`config.mk`:
```
export PLATFORM = sky130hd
export DESIGN_NAME = imh_ctrl
export DESIGN_NICKNAME = d
export VERILOG_FILES = /design/src/hdl/imh_pkg.sv /design/src/hdl/imh_ctrl.sv
export SDC_FILE = /design/constraint.sdc
export NUM_CORES = 1
export LEC_CHECK = 0
export BUFFER_PORTS_ARGS = -buffer_cell sky130_fd_sc_hd__buf_4
export CAP_MARGIN = 25
export CORE_AREA = 2 2 39 41
export CTS_CLUSTER_DIAMETER = 60
export DETAILED_ROUTE_END_ITERATION = 16
export DIE_AREA = 0 0 41 43
export MAX_ROUTING_LAYER = met4
export PLACE_DENSITY = 0.77
export SLEW_MARGIN = 15
export SYNTH_ARGS = -nofsm -noshare
export SYNTH_HDL_FRONTEND = slang
export SYNTH_SLANG_ARGS = --single-unit
```
`constraint.sdc`:
```
create_clock -name clk -period 3.6 [get_ports clk]
set_input_delay 0 -clock clk [delete_from_list [all_inputs] [get_ports clk]]
set_output_delay 0 -clock clk [all_outputs]
set_load 0.1 [all_outputs]
```
`src/hdl/imh_pkg.sv`:
```
// ----------------------------------------------------------------------------
// Indexed min-heap package
// Shared types, sizes and codes for the indexed binary min-heap.
// ----------------------------------------------------------------------------
`timescale 1ns / 1ps
`default_nettype none

package imh_pkg;

    localparam int NUM_IDS   = 256;
    localparam int KEY_WIDTH = 32;
    localparam int ID_W      = 8;
    localparam int CNT_W     = 9;
    localparam int OP_W      = 5;
    localparam int ST_W      = 4;

    localparam logic [1:0] ACT_INSERT = 2'd0;
    localparam logic [1:0] ACT_REMOVE = 2'd1;
    localparam logic [1:0] ACT_POP    = 2'd2;
    localparam logic [1:0] ACT_PEEK   = 2'd3;

    localparam logic [1:0] STAT_DONE   = 2'd0;
    localparam logic [1:0] STAT_NOTLOW = 2'd1;
    localparam logic [1:0] STAT_FULL   = 2'd2;
    localparam logic [1:0] STAT_ABSENT = 2'd3;

    localparam logic [OP_W-1:0] OP_NOP     = 5'd0;
    localparam logic [OP_W-1:0] OP_ACCEPT  = 5'd1;
    localparam logic [OP_W-1:0] OP_KEYRD   = 5'd2;
    localparam logic [OP_W-1:0] OP_NEW     = 5'd3;
    localparam logic [OP_W-1:0] OP_DEC     = 5'd4;
    localparam logic [OP_W-1:0] OP_ST1     = 5'd5;
    localparam logic [OP_W-1:0] OP_ST2     = 5'd6;
    localparam logic [OP_W-1:0] OP_ST3     = 5'd7;
    localparam logic [OP_W-1:0] OP_REMINIT = 5'd8;
    localparam logic [OP_W-1:0] OP_REMDO   = 5'd9;
    localparam logic [OP_W-1:0] OP_REMLD   = 5'd10;
    localparam logic [OP_W-1:0] OP_UPRD    = 5'd11;
    localparam logic [OP_W-1:0] OP_UPMV    = 5'd12;
    localparam logic [OP_W-1:0] OP_DNRDL   = 5'd13;
    localparam logic [OP_W-1:0] OP_DNL     = 5'd14;
    localparam logic [OP_W-1:0] OP_DNR     = 5'd15;
    localparam logic [OP_W-1:0] OP_DNMV    = 5'd16;
    localparam logic [OP_W-1:0] OP_FIN     = 5'd17;
    localparam logic [OP_W-1:0] OP_OUT     = 5'd18;

    typedef struct packed {
        logic [1:0]           action;
        logic [ID_W-1:0]      item_id;
        logic [KEY_WIDTH-1:0] priority_req;
    } req_t;

    typedef struct packed {
        logic [1:0]           status;
        logic [ID_W-1:0]      min_id;
        logic [KEY_WIDTH-1:0] min_priority;
        logic                 is_empty;
        logic [CNT_W-1:0]     entry_count;
    } rsp_t;

    typedef struct packed {
        logic [ID_W-1:0]      id;
        logic [KEY_WIDTH-1:0] key;
    } heap_ent_t;

    typedef struct packed {
        logic [OP_W-1:0] op;
    } cmd_t;

    typedef struct packed {
        logic [1:0] act;
        logic       found;
        logic       full;
        logic       zero;
        logic       last;
        logic       pos_one;
        logic       no_child;
        logic       has_right;
        logic       key_lower;
        logic       up_swap;
        logic       dn_swap;
        logic       out_free;
    } dp_status_t;

endpackage

`default_nettype wire

```
`src/hdl/imh_ctrl.sv`:
```
// ----------------------------------------------------------------------------
// Indexed min-heap controller
// Sequences lookup, removal, sift-up, sift-down and result load per beat.
// ----------------------------------------------------------------------------
`timescale 1ns / 1ps
`default_nettype none

module imh_ctrl (
    input  wire logic               clk,
    input  wire logic               rst_n,
    input  wire logic               req_valid,
    output logic                    req_stall,
    input  wire imh_pkg::dp_status_t sts,
    output imh_pkg::cmd_t           cmd
);
    import imh_pkg::*;

    localparam logic [ST_W-1:0] S_IDLE   = 4'd0;
    localparam logic [ST_W-1:0] S_LOOK   = 4'd1;
    localparam logic [ST_W-1:0] S_KEYCMP = 4'd2;
    localparam logic [ST_W-1:0] S_REM    = 4'd3;
    localparam logic [ST_W-1:0] S_REMLD  = 4'd4;
    localparam logic [ST_W-1:0] S_UP     = 4'd5;
    localparam logic [ST_W-1:0] S_UPCMP  = 4'd6;
    localparam logic [ST_W-1:0] S_DOWN   = 4'd7;
    localparam logic [ST_W-1:0] S_DNL    = 4'd8;
    localparam logic [ST_W-1:0] S_DNR    = 4'd9;
    localparam logic [ST_W-1:0] S_DNCMP  = 4'd10;
    localparam logic [ST_W-1:0] S_FIN    = 4'd11;
    localparam logic [ST_W-1:0] S_DONE   = 4'd12;

    logic [ST_W-1:0] state_reg;
    logic [ST_W-1:0] state_next;

    assign req_stall = (state_reg != S_IDLE);

    always_ff @(posedge clk or negedge rst_n)
    begin
        if (!rst_n)
        begin
            state_reg <= S_IDLE;
        end
        else
        begin
            state_reg <= state_next;
        end
    end

    always_comb
    begin
        state_next = state_reg;
        cmd.op     = OP_NOP;
        unique case (state_reg)
            S_IDLE:
            begin
                if (req_valid)
                begin
                    cmd.op     = OP_ACCEPT;
                    state_next = S_LOOK;
                end
            end
            S_LOOK:
            begin
                unique case (sts.act)
                    ACT_INSERT:
                    begin
                        if (sts.found)
                        begin
                            cmd.op     = OP_KEYRD;
                            state_next = S_KEYCMP;
                        end
                        else if (sts.full)
                        begin
                            cmd.op     = OP_ST2;
                            state_next = S_DONE;
                        end
                        else
                        begin
                            cmd.op     = OP_NEW;
                            state_next = S_UP;
                        end
                    end
                    ACT_REMOVE:
                    begin
                        if (sts.found)
                        begin
                            cmd.op     = OP_REMINIT;
                            state_next = S_REM;
                        end
                        else
                        begin
                            cmd.op     = OP_ST3;
                            state_next = S_DONE;
                        end
                    end
                    ACT_POP:
                    begin
                        if (sts.zero)
                        begin
                            cmd.op     = OP_ST3;
                            state_next = S_DONE;
                        end
                        else
                        begin
                            cmd.op     = OP_REMINIT;
                            state_next = S_REM;
                        end
                    end
                    default:
                    begin
                        cmd.op     = sts.zero ? OP_ST3 : OP_NOP;
                        state_next = S_DONE;
                    end
                endcase
            end
            S_KEYCMP:
            begin
                cmd.op     = sts.key_lower ? OP_DEC : OP_ST1;
                state_next = sts.key_lower ? S_UP : S_DONE;
            end
            S_REM:
            begin
                cmd.op     = OP_REMDO;
                state_next = sts.last ? S_DONE : S_REMLD;
            end
            S_REMLD:
            begin
                cmd.op     = OP_REMLD;
                state_next = S_UP;
            end
            S_UP:
            begin
                if (sts.pos_one)
                begin
                    state_next = S_DOWN;
                end
                else
                begin
                    cmd.op     = OP_UPRD;
                    state_next = S_UPCMP;
                end
            end
            S_UPCMP:
            begin
                cmd.op     = sts.up_swap ? OP_UPMV : OP_NOP;
                state_next = sts.up_swap ? S_UP : S_DOWN;
            end
            S_DOWN:
            begin
                if (sts.no_child)
                begin
                    state_next = S_FIN;
                end
                else
                begin
                    cmd.op     = OP_DNRDL;
                    state_next = S_DNL;
                end
            end
            S_DNL:
            begin
                cmd.op     = OP_DNL;
                state_next = sts.has_right ? S_DNR : S_DNCMP;
            end
            S_DNR:
            begin
                cmd.op     = OP_DNR;
                state_next = S_DNCMP;
            end
            S_DNCMP:
            begin
                cmd.op     = sts.dn_swap ? OP_DNMV : OP_NOP;
                state_next = sts.dn_swap ? S_DOWN : S_FIN;
            end
            S_FIN:
            begin
                cmd.op     = OP_FIN;
                state_next = S_DONE;
            end
            S_DONE:
            begin
                if (sts.out_free)
                begin
                    cmd.op     = OP_OUT;
                    state_next = S_IDLE;
                end
            end
            default:
            begin
                state_next = S_IDLE;
            end
        endcase
    end

endmodule

`default_nettype wire

```
### Word-level counts from Yosys, hierarchy flattened

Index checks and enable logic that the tools add are counted.

* word-level logic and storage cells: 50
* input port bits: 16
* bits in registers: 4

* muxes and demuxes: 29
* reductions and logical operators: 4
* equal/unequal tests: 16

Operator list (count)
* case mux 5 bit (13 select lines): 1
* two-way mux 4 bit: 14
* case mux 4 bit (13 select lines): 1
* == test 4 bit (second input constant): 5
* == test 4 x 3 -> 1 bit (second input constant): 4
* case mux 5 bit (3 select lines): 1
* case mux 4 bit (3 select lines): 1
* two-way mux 5 bit: 2
* two-way mux 3 bit: 3
* == test 4 x 2 -> 1 bit (second input constant): 2
* two-way mux 2 bit: 3
* == test 4 x 1 -> 1 bit (second input constant): 1
* zero test 4 bit: 1
* inequality test 2 bit (second input constant): 2
* nonzero test 4 bit: 1
* two-way mux 1 bit: 3
* == test 2 x 1 -> 1 bit (second input constant): 1
* == test 2 bit (second input constant): 1
* zero test 2 bit: 1
* AND reduction 2 bit: 1

### Longest topological paths before layout

Gate-level depths: netlist of the first run.

* word-level depth: 4
* gate-level depth with buffers: 6
* gate-level depth less buffers: 4

### Worst setup path before layout of the first run

No wires, ideal clock.

* path kind: flip-flop to output port
* start point: register state_reg[0]
* end point: output cmd[2] (netlist name)
* path slack: 1.050 ns
* stages on the path, launching flop included: 6
* data required time: 3.600 ns
* data arrival time: 2.550 ns
* cells stage by stage: dfrtp_1 > buf_2 > inv_2 > nor4_4 > o21ai_1 > o221ai_1

RTL lines
* start: declaration: RTL line imh_ctrl.sv:32 `logic [ST_W-1:0] state_reg;`
* start signal: assignment: RTL line imh_ctrl.sv:45 `state_reg <= state_next;`
* end: declaration: RTL line imh_ctrl.sv:14 `output imh_pkg::cmd_t cmd`

==> results of run 1 <==
## cell usage after synthesis, drive strengths merged, types with 2 or more instances
library cell   n
a31oi          2
buf            6
dfrtp          4
o21ai          6
nand3b         2
a21oi          5
o211ai         3
nor2          17
inv            3
nor2b          4
o221ai         3
nand2b         5
o22ai          4
nand2         10
or3b           2
## worst max-delay path: stages, from the launching register on
cell      delay [ns]
dfrtp_1         0.65
inv_2           0.12
nor4_4          0.40
o21ai_1         0.16
o221ai_1        0.20
buf_4           0.33
## stage by stage
step                setup slack, ns  hold slack, ns
global route                   1.36           0.100
floorplan                      1.05          -0.296
detailed placement             1.78          -0.198
finish                         1.49          0.0821
global placement               1.78          -0.200
CTS                            1.49          0.0846
## layout make-up
type,count,area (um^2)
multi-input combinational,79,487
inverter,3,11.3
tap,16,20.0
sequential,4,100
clock buffer,3,22.5
timing repair buffer,22,168
fill,133,576
## routing by layer
layer | GRT usage (%) | vias up
li1 | - | 380
met1 | 34.5 | 344
met2 | 30.9 | 55
met3 | 3.66 | 7
met4 | 3.33 | 0
met5 | - | -
## worst max-delay path by stage
stage	to	slack [ns]	depth (start not counted)
floorplan	cmd[2]	1.05	5
global placement	cmd[1]	1.78	5
detailed placement	cmd[2]	1.78	5
CTS	cmd[2]	1.49	5
global route	cmd[1]	1.36	5
finish	cmd[2]	1.49	5
## cell families after synthesis
family	Yosys count
multiplexers	1
AND/OR/NAND/NOR	45
flip-flops	4
buffers and inverters	10
AO/OA/AOI/OAI	33
## what timing repair did
item / CTS / global route
hold endpoints to repair: 4 / 0
hold buffers: 1 / 0
gates resized for setup: 0 / 0
==> flow_summary.json, run 1 <==
{
  "n_antenna_cell": 0,
  "grt_overflow": 0,
  "post_cts_buffers": 0,
  "synth-compound-area-share_pct": 37.3,
  "coreArea_mm2": 0.00138,
  "ios": 22,
  "synth-xor-area-share_pct": 0,
  "syn_to_final_growth_pct": 27.4,
  "rsz0062_at_grt": "no",
  "place_area_um2": 776,
  "start_util_pct": 45.8,
  "cts_buffers": 3,
  "r2r_cells": 4,
  "nets": 129,
  "clkLatencyLatePin_ns": 0.24,
  "core.rowCount": 14,
  "ys_warn_count": 0,
  "max_freq_mhz": 474,
  "routed_wl_mm": 1.74,
  "yosys.area_share.simple_pct": 37.7,
  "max-cap-violations": 0,
  "fp.dieArea_mm2": 0.00176,
  "grt_pass1_wl_mm": 2.79,
  "timing.rr.start": "state_reg[2]$_DFFE_PN0P_",
  "place.gp.congestion": 0.867,
  "wl_met2_um": 801,
  "yosys.area.top_type": "dfrtp_1",
  "drt_iter0_drc": 34,
  "path_clk_slew_ns": 0.04,
  "hp-class": "primary input to flop",
  "synth.distinct_cells": 36,
  "grt_pass1_vias": 619,
  "finalInstanceArea_um2": 808,
  "crit_arrival_ns": 2.11,
  "hold_path_end": "state_reg[0]$_DFFE_PN0P_",
  "fin_skew_ns": 0.00215,
  "muxShareOfSynthArea_pct": 1.78,
  "layout_commonest_cell": "buf_4",
  "antenna_left": 0,
  "r2r-end": "state_reg[0]$_DFFE_PN0P_",
  "synth_nets": 109,
  "worstPathRequired_ns": 3.60,
  "final_cell_mix": "21 x buf_4, 17 x nor2_1, 10 x nand2_1",
  "cts_max_level": 1,
  "syn_area_per_cell_um2": 6.82,
  "worstSetupPathType": "flop to output pin",
  "status": "finished, final reports clean",
  "ys_async_sr_fraction_pct": 100,
  "synth_area_leaders": "dfrtp_1 16%, nor2_1 10%, nand2_1 5.9%",
  "setup_viol": 0,
  "viasPerCell": 6.19,
  "synth_top_area_share_pct": 15.8,
  "critPathLaunchType": "flop",
  "end_kind": "output pin",
  "firstDrtPassIters": 5,
  "hpwl_mm": 1.32,
  "fin_tns_setup_ns": 0,
  "largest_register_ff_count": 4,
  "cts_tree": "done",
  "hp-start": "req_valid",
  "wl_met1_um": 726,
  "top_layer_used": "met4",
  "synth_top_family_by_area": "simple AND/OR/NAND/NOR gates",
  "die_h_um": 43,
  "netlist_instances": 93,
  "final_cells": 127,
  "relSlewSlack_pct": 59.8,
  "period_share_pct": 58.6,
  "numPortBuffers": 21,
  "synth_top_flop_cell": "dfrtp_1",
  "syn_area_um2": 634,
  "crit_start": "state_reg[0]$_DFFE_PN0P_",
  "drive_above_1_share_pct": 27.9,
  "root_buffer": "clkbuf_4",
  "fin_util_pct": 58.4,
  "dp_cells": 123,
  "slew_viol_final": 0,
  "grt_antenna_before_repair": 0,
  "post-route-drc-count": 0,
  "synthAdderAreaFrac_pct": 0,
  "wl_per_cell_um": 13.7,
  "grt_max_degree": 20,
  "die_x_um": 41,
  "period_needed_ns": 2.11,
  "cts_sinks": 4,
  "clk_path_buf_depth": 2,
  "synth_edf_count": 0,
  "gr-usage-all-layers_pct": 22.5,
  "whs_path_depth": 3,
  "tightest_slew_ns": 0.603,
  "ys_seq_elements": 4,
  "synth-seq-area-share_pct": 15.8,
  "num_vias": 786,
  "r2r_slack_ns": 1.90,
  "cp_max_fo": 17,
  "wl_met3_um": 192,
  "report.final.hold_viol_count": 0
}
Power of run 1 is not shown: default switching activity piles up to over one toggle a cycle in this logic, so the estimate is an artifact.
==> inputs of run 2 (changes only) <==
CORE_AREA = not set   (was 2 2 39 41)
CORE_UTILIZATION = 48   (was not set)
DIE_AREA = not set   (was 0 0 41 43)
clock period = 2.2 ns   (was 3.6 ns; I/O delays follow)
==> flow_summary.json, run 2 (synthesis results as in run 1) <==
{
  "max_freq_mhz": 513,
  "worstSetupPathType": "flop to output pin",
  "cts-resized-gates": 0,
  "status": "finished, final reports clean",
  "critPathMaxStageDelay_ns": 0.49,
  "setup_viol": 0,
  "die_h_um": 38.4,
  "cts_buffers": 3,
  "ios": 22,
  "clkLatencyLatePin_ns": 0.25,
  "hpwl_mm": 1.34,
  "cp_max_fo": 11,
  "largest_register_ff_count": 4,
  "viasPerCell": 5.90,
  "worstPathRequired_ns": 2.20,
  "syn_to_final_growth_pct": 33.9,
  "routed_wl_mm": 1.80,
  "cts_tree": "done",
  "grt_antenna_before_repair": 0,
  "coreArea_mm2": 0.00117,
  "hp-class": "primary input to asynchronous set/reset pin",
  "numPortBuffers": 21,
  "grt_overflow": 0,
  "core.rowCount": 12,
  "path_clk_slew_ns": 0.04,
  "timing.rr.start": "state_reg[3]$_DFFE_PN0P_",
  "gr-usage-all-layers_pct": 28.8,
  "crit_arrival_ns": 1.95,
  "report.final.hold_viol_count": 0,
  "grt_pass1_wl_mm": 2.70,
  "rsz0062_at_grt": "no",
  "grt_pass1_vias": 624,
  "final_cell_mix": "24 x buf_4, 17 x nor2_1, 10 x nand2_1",
  "n_antenna_cell": 0,
  "ctsHoldBuffers": 1,
  "r2r-end": "state_reg[0]$_DFFE_PN0P_",
  "root_buffer": "clkbuf_4",
  "tightest_slew_ns": 0.539,
  "clk_path_buf_depth": 2,
  "antenna_left": 0,
  "fin_tns_setup_ns": 0,
  "max-cap-violations": 0,
  "cts_max_level": 1,
  "fp.dieArea_mm2": 0.00147,
  "place.gp.congestion": 0.979,
  "end_kind": "output pin",
  "post-route-drc-count": 0,
  "post_cts_buffers": 0,
  "relSlewSlack_pct": 64.1,
  "num_vias": 755,
  "drt_iter0_drc": 23,
  "fin_skew_ns": 0.0112,
  "nets": 132,
  "layout_commonest_cell": "buf_4",
  "firstDrtPassIters": 4,
  "drive_above_1_share_pct": 33.3,
  "r2r_cells": 4,
  "die_x_um": 38.4,
  "period_needed_ns": 1.95,
  "cts_sinks": 4,
  "path_cells": "buf_4 -> nor4_4 -> o21ai_1 -> o22ai_2 -> buf_4",
  "slowest_stage": "dfrtp_1",
  "start_util_pct": 54.2,
  "cpMostUsedCell": "buf_4",
  "grt_max_degree": 17,
  "r2r_slack_ns": 0.60,
  "critPathLaunchType": "flop",
  "wl_per_cell_um": 14.0,
  "slew_viol_final": 0,
  "period_share_pct": 88.5
}
run 2: critical path, delay by kind of cell (launching register included):
kind	cells	cell delay, ns
simple gates	1	0.26
flops	1	0.49
compound gates	2	0.40
buf+inv	2	0.54
run 2: worst max path at each step:
stage	cells past startpoint	from	to
global route	5	state_reg[2]$_DFFE_PN0P_	cmd[1]
global placement	4	state_reg[1]$_DFFE_PN0P_	cmd[1]
floorplan	5	state_reg[1]$_DFFE_PN0P_	cmd[0]
CTS	4	state_reg[1]$_DFFE_PN0P_	cmd[1]
detailed placement	4	state_reg[1]$_DFFE_PN0P_	cmd[1]
finish	5	state_reg[2]$_DFFE_PN0P_	cmd[1]
run 2: metal layers:
layer / part of all wire (%) / vias up / GRT usage (%)
met5: 0 / - / -
met4: 2.0 / 0 / 15.5
met3: 6.7 / 5 / 6.98
met2: 47 / 37 / 43.6
met1: 44 / 327 / 35.1
li1: - / 386 / -
run 2: metrics by stage:
step | instances | instance area, um^2 | utilization, % | worst slack (ns) | hold WS [ns]
2_1_floorplan | 93 | 662 | - | -0.178 | -0.296
3_3_place_gp | 124 | 817 | 69.8 | 0.514 | -0.204
3_5_place_dp | 124 | 817 | 69.8 | 0.530 | -0.203
4_1_cts | 128 | 850 | 72.5 | 0.261 | 0.0650
5_1_grt | 128 | 850 | 72.5 | 0.148 | 0.0936
6_report | 128 | 850 | 72.5 | 0.252 | 0.0770
run 2: layout make-up:
cell class	count	area, um^2
flip-flops and latches	4	100
inverters	3	11.3
clock buffers	3	22.5
repair buffers	25	190
well taps	14	17.5
multi-input cells	79	508
fillers	100	322
Power of run 2 is left out for the same reason.
==> inputs of run 3 (changes only) <==
RECOVER_POWER = 50   (was not set)
==> flow_summary.json, run 3 (synthesis results as in run 1) <==
{
  "status": "finished, final reports clean",
  "fin_skew_ns": 0.0113,
  "antenna_left": 0,
  "critPathLaunchType": "flop",
  "num_vias": 751,
  "n_antenna_cell": 0,
  "coreArea_mm2": 0.00117,
  "worstSetupPathType": "flop to output pin",
  "fin_util_pct": 71.9,
  "period_needed_ns": 1.97,
  "die_h_um": 38.4,
  "syn_to_final_growth_pct": 32.7,
  "cp_max_fo": 12,
  "numPortBuffers": 21,
  "viasPerCell": 5.87,
  "gr-usage-all-layers_pct": 28.8,
  "rsz0062_at_grt": "no",
  "cts_tree": "done",
  "slew_viol_final": 0,
  "max-cap-violations": 0,
  "global_route.usage.met1_pct": 35.1,
  "clkLatencyLatePin_ns": 0.25,
  "cts_buffers": 3,
  "place.gp.congestion": 0.979,
  "root_buffer": "clkbuf_4",
  "layout_setup_ws_ns": 0.232,
  "setup_viol": 0,
  "crit_arrival_ns": 1.97,
  "clk_path_buf_depth": 2,
  "worstPathRequired_ns": 2.20,
  "grt_pass1_wl_mm": 2.70,
  "regArea_um2": 100,
  "ios": 22,
  "finalInstanceArea_um2": 842,
  "place_area_um2": 817,
  "tightest_slew_ns": 0.527,
  "dpl_worst_slack_ns": 0.530,
  "n_fill_cell": 102,
  "core.rowCount": 12,
  "drt_iter0_drc": 21,
  "path_cells": "clkbuf_1 -> nor2_1 -> a31oi_1 -> o211ai_1 -> buf_4",
  "post-route-drc-count": 0,
  "post_cts_buffers": 0,
  "grt_max_degree": 17,
  "final_cell_mix": "22 x buf_4, 17 x nor2_1, 10 x nand2_1",
  "hp-class": "primary input to flop",
  "slowest_stage": "dfrtp_1",
  "multi_input_area_um2": 508,
  "critPathMaxStageDelay_ns": 0.55,
  "firstDrtPassIters": 4,
  "start_util_pct": 54.2,
  "end_kind": "output pin",
  "grt_util_met2_pct": 43.6,
  "layout_commonest_cell": "buf_4",
  "grt_pass1_vias": 624,
  "grt_antenna_before_repair": 0,
  "nets": 132,
  "grt.busiest_layer": "met2",
  "period_share_pct": 89.4,
  "fp.dieArea_mm2": 0.00147,
  "max_freq_mhz": 508,
  "die_x_um": 38.4,
  "report.final.hold_viol_count": 0,
  "relSlewSlack_pct": 64.8,
  "hpwl_mm": 1.34,
  "cts_sinks": 4,
  "cts_max_level": 1,
  "drive_above_1_share_pct": 31.6,
  "wl_per_cell_um": 14.0,
  "grt_overflow": 0,
  "path_clk_slew_ns": 0.03,
  "use_met3_pct": 6.98,
  "routed_wl_mm": 1.80,
  "largest_register_ff_count": 4
}
==> run 3: cell count changes in the layout (fill, tap and decap cells not counted) <==
cell | before | now
buf_4 | 24 | 22
clkbuf_1 | 0 | 2
==> run 3: metal layers <==
metal	wire (um)	up-vias
li1	-	383
met1	822	331
met2	845	32
met3	91	5
met4	36	0
met5	0	-
==> run 3: final cells by class <==
| class | count | area share (%) |
|---|---|---|
| Tap cell | 14 | 2.08 |
| Inverter | 3 | 1.34 |
| Multi-Input combinational cell | 79 | 60.3 |
| Sequential cell | 4 | 11.9 |
| Clock buffer | 3 | 2.67 |
| Timing Repair Buffer | 25 | 21.7 |
==> run 3: path summary, 6_finish.rpt <==
path                                               start                        to  slack, ns  cells after the start
worst min register to register  state_reg[0]$_DFFE_PN0P_  state_reg[2]$_DFFE_PN0P_       0.66                      1
min in group asynchronous                          rst_n  state_reg[3]$_DFFE_PN0P_       0.10                      2
worst max-delay path            state_reg[1]$_DFFE_PN0P_                    cmd[0]       0.23                      5
worst min-delay path                              sts[4]  state_reg[1]$_DFFE_PN0P_       0.08                      4
worst max register to register  state_reg[1]$_DFFE_PN0P_  state_reg[0]$_DFFE_PN0P_       0.53                      5
max in group asynchronous                          rst_n  state_reg[1]$_DFFE_PN0P_       1.91                      2
==> run 3: timing repair <==
item | in CTS | in global routing
gates resized for setup | 0 | 0
hold endpoints to repair | 4 | 0
hold buffers | 1 | 0
==> run 3: worst max-delay path, delay by kind of cell, from the launching register on <==
kind / cells / cell delay, ns
flops: 1 / 0.55
simple gates: 1 / 0.27
buf+inv: 2 / 0.59
compound gates: 2 / 0.31
==> run 3: stage by stage <==
step / hold WS [ns] / std cells / TNS [ns]
2_1_floorplan: -0.296 / 93 / -0.178
6_report: 0.0759 / 128 / 0
3_5_place_dp: -0.203 / 124 / 0
5_1_grt: 0.108 / 128 / 0
4_1_cts: 0.0650 / 128 / 0
3_3_place_gp: -0.204 / 124 / 0
Power of run 3 is left out for the same reason.
